$ cat src/hdl/lfrs_pkg.sv
// Shared types and constants for the LED flash/ramp sequencer.
`timescale 1ns / 1ps
`default_nettype none

package lfrs_pkg;

  // Command codes carried in a request
  localparam logic [1:0] CMD_SET   = 2'd0;
  localparam logic [1:0] CMD_RAMP  = 2'd1;
  localparam logic [1:0] CMD_FLASH = 2'd2;

  // Configuration register indexes
  localparam logic [2:0] REG_INVERT      = 3'd0;
  localparam logic [2:0] REG_ON_TIME     = 3'd1;
  localparam logic [2:0] REG_OFF_TIME    = 3'd2;
  localparam logic [2:0] REG_PAUSE_TIME  = 3'd3;
  localparam logic [2:0] REG_PULSE_COUNT = 3'd4;
  localparam logic [2:0] REG_START_DELAY = 3'd5;
  localparam logic [2:0] REG_ON_LEVEL    = 3'd6;
  localparam logic [2:0] REG_OFF_LEVEL   = 3'd7;

  localparam logic [7:0] FULL_LEVEL = 8'd255;

  typedef struct packed {
    logic [1:0]  command;
    logic [7:0]  target_level;
    logic [15:0] up_step_us;
    logic [15:0] down_step_us;
    logic [31:0] now_us;
    logic [31:0] now_ms;
  } in_req_t;

  typedef struct packed {
    logic [7:0] duty;
    logic       on_phase;
  } out_rsp_t;

  typedef struct packed {
    logic        invert_output;
    logic [31:0] on_time_ms;
    logic [31:0] off_time_ms;
    logic [31:0] pause_time_ms;
    logic [7:0]  pulse_count;
    logic [31:0] start_delay_ms;
    logic [7:0]  flash_on_level;
    logic [7:0]  flash_off_level;
  } cfg_regs_t;

  // Flash pattern status after this request's update
  typedef struct packed {
    logic [7:0] target;
    logic       start_flag;
  } flash_stat_t;

endpackage

`default_nettype wire

$ cat src/hdl/lfrs_flash.sv
// Flash pattern phase machine: start delay, on, off, pulse count, pause.
`timescale 1ns / 1ps
`default_nettype none

module lfrs_flash (
  input  wire logic                 clk,
  input  wire logic                 rst_n,
  input  wire logic                 step,      // accepted flash request
  input  wire logic                 restart,   // accepted set or ramp request
  input  wire logic [31:0]          now_ms,
  input  wire lfrs_pkg::cfg_regs_t  cfg,
  output lfrs_pkg::flash_stat_t     stat
);

  typedef enum logic [2:0] {
    PH_RESET,
    PH_DELAY,
    PH_ON_START,
    PH_ON_WAIT,
    PH_OFF_START,
    PH_OFF_WAIT,
    PH_GROUP_END,
    PH_PAUSE
  } phase_t;

  phase_t      phase_r, phase_nxt;
  logic [7:0]  cycles_r, cycles_nxt;
  logic [31:0] start_ms_r, start_ms_nxt;
  logic [7:0]  target_r, target_nxt;
  logic        flag_r, flag_nxt;

  logic [31:0] elapsed;
  logic [31:0] wait_ms;
  logic        expired;

  assign elapsed = now_ms - start_ms_r;

  // One compare serves all four timed phases
  always_comb begin
    unique case (phase_r)
      PH_DELAY:    wait_ms = cfg.start_delay_ms;
      PH_ON_WAIT:  wait_ms = cfg.on_time_ms;
      PH_OFF_WAIT: wait_ms = cfg.off_time_ms;
      PH_PAUSE:    wait_ms = cfg.pause_time_ms;
      default:     wait_ms = '0;
    endcase
  end

  assign expired = (elapsed >= wait_ms);

  always_comb begin
    phase_nxt    = phase_r;
    cycles_nxt   = cycles_r;
    start_ms_nxt = start_ms_r;
    target_nxt   = target_r;
    flag_nxt     = flag_r;
    if (restart) begin
      phase_nxt  = PH_RESET;
      cycles_nxt = '0;
    end else if (step) begin
      unique case (phase_r)
        PH_RESET: begin
          start_ms_nxt = now_ms;
          phase_nxt    = PH_DELAY;
        end
        PH_DELAY: begin
          if (expired) phase_nxt = PH_ON_START;
        end
        PH_ON_START: begin
          cycles_nxt   = cycles_r + 8'd1;
          start_ms_nxt = now_ms;
          phase_nxt    = PH_ON_WAIT;
          target_nxt   = cfg.flash_on_level;
          flag_nxt     = 1'b1;
        end
        PH_ON_WAIT: begin
          if (expired) begin
            phase_nxt = PH_OFF_START;
            flag_nxt  = 1'b0;
          end
        end
        PH_OFF_START: begin
          start_ms_nxt = now_ms;
          phase_nxt    = PH_OFF_WAIT;
          target_nxt   = cfg.flash_off_level;
        end
        PH_OFF_WAIT: begin
          if (expired) begin
            phase_nxt = PH_GROUP_END;
            flag_nxt  = 1'b0;
          end
        end
        PH_GROUP_END: begin
          // pulse count of zero acts as one
          if (cycles_r >= cfg.pulse_count) begin
            cycles_nxt   = '0;
            start_ms_nxt = now_ms;
            phase_nxt    = PH_PAUSE;
          end else begin
            phase_nxt = PH_ON_START;
          end
        end
        PH_PAUSE: begin
          if (expired) phase_nxt = PH_ON_START;
        end
      endcase
    end
  end

  always_ff @(posedge clk) begin
    if (!rst_n) begin
      phase_r    <= PH_RESET;
      cycles_r   <= '0;
      start_ms_r <= '0;
      target_r   <= '0;
      flag_r     <= 1'b0;
    end else begin
      phase_r    <= phase_nxt;
      cycles_r   <= cycles_nxt;
      start_ms_r <= start_ms_nxt;
      target_r   <= target_nxt;
      flag_r     <= flag_nxt;
    end
  end

  assign stat.target     = target_nxt;
  assign stat.start_flag = flag_nxt;

endmodule

`default_nettype wire

$ cat src/hdl/led_flash_ramp_sequencer_core.sv
// Top level of the LED flash/ramp sequencer: brightness ramp, flash pattern, duty output.
`timescale 1ns / 1ps
`default_nettype none

// Channel   Ports                         Handshake     Content
// in        in_valid/in_ready/in_req      valid/ready   command, target, step times, times
// out       out_valid/out_ready/out_rsp   valid/ready   duty, on_phase
// cfg       cfg_wr_en/cfg_index/cfg_wdata write enable  register index 0..7, 32-bit data
//
// One request per cycle while in_ready is high; each yields one registered response.
// The request's whole update (flash phase step, then one ramp step) settles in the
// cycle it is accepted; brightness and flash state are the loop that sets this rate.
// A held response does not block a new request while out_ready is high.
// Reset (rst_n low, synchronous) clears state and config; flash_on_level resets to 255.

module led_flash_ramp_sequencer_core (
  input  wire logic               clk,
  input  wire logic               rst_n,
  input  wire logic               in_valid,
  output logic                    in_ready,
  input  wire lfrs_pkg::in_req_t  in_req,
  output logic                    out_valid,
  input  wire logic               out_ready,
  output lfrs_pkg::out_rsp_t      out_rsp,
  input  wire logic               cfg_wr_en,
  input  wire logic [2:0]         cfg_index,
  input  wire logic [31:0]        cfg_wdata
);

  lfrs_pkg::cfg_regs_t   cfg_r;
  lfrs_pkg::flash_stat_t flash_stat;
  lfrs_pkg::out_rsp_t    rsp_r, rsp_nxt;

  logic        out_valid_r;
  logic [7:0]  level_r, level_nxt;
  logic [31:0] last_us_r, last_us_nxt;

  logic        accept;
  logic        is_set, is_ramp, is_flash;
  logic [7:0]  ramp_tgt;
  logic        going_down;
  logic [15:0] step_us;
  logic [31:0] since_step;
  logic        step_due;

  assign in_ready = !out_valid_r || out_ready;
  assign accept   = in_valid && in_ready;

  assign is_set   = (in_req.command == lfrs_pkg::CMD_SET);
  assign is_ramp  = (in_req.command == lfrs_pkg::CMD_RAMP);
  assign is_flash = (in_req.command == lfrs_pkg::CMD_FLASH);

  // Config registers
  always_ff @(posedge clk) begin
    if (!rst_n) begin
      cfg_r.invert_output   <= 1'b0;
      cfg_r.on_time_ms      <= '0;
      cfg_r.off_time_ms     <= '0;
      cfg_r.pause_time_ms   <= '0;
      cfg_r.pulse_count     <= '0;
      cfg_r.start_delay_ms  <= '0;
      cfg_r.flash_on_level  <= lfrs_pkg::FULL_LEVEL;
      cfg_r.flash_off_level <= '0;
    end else if (cfg_wr_en) begin
      unique case (cfg_index)
        lfrs_pkg::REG_INVERT:      cfg_r.invert_output   <= cfg_wdata[0];
        lfrs_pkg::REG_ON_TIME:     cfg_r.on_time_ms      <= cfg_wdata;
        lfrs_pkg::REG_OFF_TIME:    cfg_r.off_time_ms     <= cfg_wdata;
        lfrs_pkg::REG_PAUSE_TIME:  cfg_r.pause_time_ms   <= cfg_wdata;
        lfrs_pkg::REG_PULSE_COUNT: cfg_r.pulse_count     <= cfg_wdata[7:0];
        lfrs_pkg::REG_START_DELAY: cfg_r.start_delay_ms  <= cfg_wdata;
        lfrs_pkg::REG_ON_LEVEL:    cfg_r.flash_on_level  <= cfg_wdata[7:0];
        lfrs_pkg::REG_OFF_LEVEL:   cfg_r.flash_off_level <= cfg_wdata[7:0];
      endcase
    end
  end

  // Flash pattern; its updated target feeds this request's ramp step
  lfrs_flash u_flash (
    .clk     (clk),
    .rst_n   (rst_n),
    .step    (accept && is_flash),
    .restart (accept && (is_set || is_ramp)),
    .now_ms  (in_req.now_ms),
    .cfg     (cfg_r),
    .stat    (flash_stat)
  );

  // Ramp: at most one step per request toward the flash or request target; zero step time jumps
  assign ramp_tgt   = is_flash ? flash_stat.target : in_req.target_level;
  assign going_down = (level_r > ramp_tgt);
  assign step_us    = going_down ? in_req.down_step_us : in_req.up_step_us;
  assign since_step = in_req.now_us - last_us_r;
  assign step_due   = (since_step >= {16'd0, step_us});

  always_comb begin
    level_nxt   = level_r;
    last_us_nxt = last_us_r;
    if (is_set) begin
      level_nxt   = in_req.target_level;
      last_us_nxt = in_req.now_us;
    end else if (is_ramp || is_flash) begin
      if (level_r == ramp_tgt) begin
        last_us_nxt = in_req.now_us;
      end else if (step_us == 16'd0) begin
        level_nxt = ramp_tgt;             // zero step time jumps straight there
      end else if (step_due) begin
        last_us_nxt = in_req.now_us;
        level_nxt   = going_down ? (level_r - 8'd1) : (level_r + 8'd1);
      end
    end
  end

  // 255 - level is the bitwise complement for 8 bits
  always_comb begin
    rsp_nxt.duty     = cfg_r.invert_output ? ~level_nxt : level_nxt;
    rsp_nxt.on_phase = is_flash && flash_stat.start_flag;
  end

  always_ff @(posedge clk) begin
    if (!rst_n) begin
      level_r     <= '0;
      last_us_r   <= '0;
      out_valid_r <= 1'b0;
    end else begin
      if (accept) begin
        level_r     <= level_nxt;
        last_us_r   <= last_us_nxt;
        out_valid_r <= 1'b1;
      end else if (out_ready) begin
        out_valid_r <= 1'b0;
      end
    end
  end

  // Response payload, loaded on acceptance
  always_ff @(posedge clk) begin
    if (accept) rsp_r <= rsp_nxt;
  end

  assign out_valid = out_valid_r;
  assign out_rsp   = rsp_r;

endmodule

`default_nettype wire
$ cat config.mk
export PLATFORM = sky130hd
export DESIGN_NAME = led_flash_ramp_sequencer_core
export DESIGN_NICKNAME = d
export VERILOG_FILES = /design/src/hdl/lfrs_pkg.sv /design/src/hdl/lfrs_flash.sv /design/src/hdl/led_flash_ramp_sequencer_core.sv
export SDC_FILE = /design/constraint.sdc
export NUM_CORES = 1
export LEC_CHECK = 0
export ABC_CLOCK_PERIOD_IN_PS = 16300
export BUFFER_PORTS_ARGS = -buffer_cell sky130_fd_sc_hd__buf_2
export CAP_MARGIN = 0
export CORE_UTILIZATION = 44
export DETAILED_ROUTE_END_ITERATION = 6
export PLACE_DENSITY = 0.66
export SYNTH_ARGS = -nofsm -noshare
export SYNTH_HDL_FRONTEND = slang
export SYNTH_SLANG_ARGS = --single-unit
$ cat constraint.sdc
create_clock -name clk -period 16.3 [get_ports clk]
set_input_delay 2.445 -clock clk [delete_from_list [all_inputs] [get_ports clk]]
set_output_delay 2.445 -clock clk [all_outputs]
set_load 0.03 [all_outputs]
==> results.md <==
* Status: complete, no violations
* Top_reg_cell synth: dfxtp_1
* Clk_lat worst skew at between 500 and 600 ps
* Pins Over Slew Limit at 0
* DR iter-0 viols at 997
* Synth top area share at 0.297
* Total gr overflow at 0
* Final setup viols at 0
* Vias in the first global route at about 14000
* Crit path required time at 16790 ps
* Final nets at 2444
* DRC errors left at 0
* Power Dens Cells at 90.3 nW/um2
* Port buffer count at 156
* Area Overhead vs Synth at 13.1%
* Synth area leader: dfxtp_1
* Fin crit share at 0.660
* Async SR Flop Fraction at 0
* Layout cells sized above 1 at 0.132
* Wire per inst at 16.7 um
* Via-to-Cell Ratio at 5.52
* Most common cell in the netlist: nand2_1
* Rows at 70
* H-tree depth at 1
* Detailed Routing Iterations Pass 1 at 5
* Metal3 WL at 2.69 mm
* WL met2 at a little over 20 mm
* Worst reg-to-reg setup slack at 7860 ps
* RSZ-0062 raised after global routing: false
* Setup TNS at 0 ps
* Critical Path AT at 11240 ps
* Net switching power at 0.000493 W
* Largest net degree at the start of global routing at 124
* Startpoint Class: input port
* Seq cells post-synth at between 200 and 300
* Initial Util at 0.450
* Via count at between 10000 and 15000
* CTS max path bufs at 3
* Critical path class: input port to register
* Die extent in y at 196 um
* Core area at ~37000 um2
* Measured slew at the worst slew-check pin at 1250 ps
* Crit path largest cell delay at 940 ps
* Final wirelength at 45.0 mm
* Hold buffers post-CTS at 0
* Clock power frac at 0.403
* Sequential power share at 0.390
* Initial antenna violation count at 9
* Top layer in use: met5
* Post-DRT Antenna Nets at 0
* Syn Area/Cell at 8.05 um2
* Post-CTS sizing at 0
* Die ar. at 38400 um2
* CP max FO at 32
* First-pass GRT wire length at around 73 mm
* Yosys warnings at 0
* Mapped Cells at 2060
* Routability cong. at between 0.9 and 1
* Part of the power in combinational logic at 0.207
* Root Buffer: clkbuf_16
* Worst hold path class: register to register
* Setup ws final at approximately 5500 ps
* Leakage power total at between 7 and 8 nW
* Area contributors post-synth: dfxtp_1, nand2_1, ha_1
* CP max-delay cell: o21a_1
* Number of setup buffers added after CTS at 0
* Max Freq at 93.0 MHz
* DP Worst Slack at a little over 5000 ps
* TritonCTS clock tree: yes
* CTS sink cnt at 255
* Cell variety after synth at 72
* Cell Area, Synth at 16600 um2
* Tmin final at 10750 ps
* Cell internal pwr at ~0.0012 W
* Sequential element share of the synthesized area at 0.313
* Synth Net Count at approximately 2300
* Clock Skews at about 16 ps
* Final-report hold violation count at 0
* Max-cap viol count at 0
* VDD IR max at roughly 0.074 mV
* Post-synth EDFFs at 9
* CTS buffer count at 29
* Die X at ~200 um
* CTS clk-pin slew, worst paths at 60 ps
* Post-DP HPWL at around 32 mm
* IO Count at 157
* CP Capture Type: register
* Slew margin rel. at 0.164
* Overall power at 0.00169 W
* Commonest cells post-synth: nand2_1, dfxtp_1, a21boi_0
* Total GRT Usage at 0.233
* Sw Ratio at 0.292
* Met1 WL at 20.8 mm
## through the flow
stage | utilization | area, um2 | hold slack, ps | std cells
final | 0.508 | 18700 | 464 | 2689
after CTS | 0.508 | 18700 | 468 | 2683
after global placement | 0.481 | 17700 | 449 | 2631
after floorplan | - | 16600 | 440 | 2060
after global routing | 0.508 | 18700 | 487 | 2686
after detailed placement | 0.481 | 17700 | 460 | 2631
## critical path: cells and delay by family
family	cells	cell delay [ps]
fa+ha+maj	3	1190
mux	1	320
simple gates	11	3190
compound gates	12	3580
buf+inv	3	470
## layout make-up
class,instances,area [um2]
multi-input cells,1594,10600
diodes,6,15.0
fillers,3489,18100
repair buffers,174,918
well taps,504,631
clock inverters,12,160
inverters,104,390
clock buffers,40,827
flip-flops and latches,255,5200
## layout by cell type, fill, tap and decap left out, types with 8 or more instances in the layout
master | Yosys | final
mux4_2 | 32 | 32
nor2_1 | 86 | 81
o21bai_1 | 13 | 13
clkbuf_16 | 0 | 29
o21ai_0 | 85 | 85
a21boi_0 | 208 | 208
nor2b_1 | 22 | 22
a21oi_1 | 95 | 94
nand4_1 | 23 | 23
mux2i_1 | 20 | 20
nand3_1 | 68 | 67
nand2_1 | 469 | 469
buf_2 | 0 | 155
a22o_1 | 10 | 10
a211oi_1 | 8 | 8
nor3_1 | 22 | 22
inv_1 | 104 | 104
o31ai_1 | 13 | 13
and3_1 | 8 | 8
o21a_1 | 16 | 16
edfxtp_1 | 9 | 9
nor4_1 | 8 | 8
buf_4 | 2 | 19
or2_2 | 8 | 8
xor2_1 | 21 | 21
ha_1 | 137 | 137
xnor2_1 | 45 | 45
dfxtp_1 | 246 | 244
a21o_1 | 45 | 45
nand2b_1 | 23 | 23
## per-layer routing
layer  track usage  vias up
met5             0        -
met1         0.315     7023
met4        0.0720        6
met2         0.379      336
met3        0.0416       66
li1              -     7408
## final timing paths
kind                                  start             to  cells after the start
worst max-delay path            in_req[104]  last_us_r[16]                     30
worst min register to register   cfg_r[143]     cfg_r[143]                      2
worst min-delay path             cfg_r[143]     cfg_r[143]                      2
worst max register to register    out_valid  last_us_r[16]                     28
## power groups by stage
| stage | Clock [W] | Sequential (W) | Combinational (W) |
|---|---|---|---|
| final | 0.000682 | 0.000659 | 0.000351 |
| after global routing | 0.000721 | 0.000661 | 0.000395 |
| after CTS | 0.000695 | 0.000659 | 0.000350 |
| after detailed placement | 0 | 0.000673 | 0.000348 |
| after global placement | 0 | 0.000672 | 0.000341 |
| after floorplan | 0 | 0.000675 | 0.000244 |
## registers in the layout, summed over array words and instances (netlist names)
register	cells
cfg_r	153
last_us_r	32
u_flash.start_ms_r	32
out_rsp	9
level_r	8
u_flash.cycles_r	8
u_flash.target_r	8
u_flash.phase_r	3
out_valid	1
u_flash.flag_r	1
## cell families (layout without fill, tap and decap cells)
| group | Yosys count | in the layout | share of synthesized area |
|---|---|---|---|
| AO/OA/AOI/OAI | 567 | 567 | 0.236 |
| AND/OR/NAND/NOR | 762 | 762 | 0.199 |
| flip-flops | 255 | 255 | 0.313 |
| multiplexers | 59 | 59 | 0.0603 |
| other | 0 | 6 | 0 |
| adder cells (fa/ha/maj) | 140 | 140 | 0.107 |
| XOR/XNOR | 66 | 66 | 0.0349 |
| buffers and inverters | 211 | 330 | 0.0494 |
(Power assumes the default switching activity.)
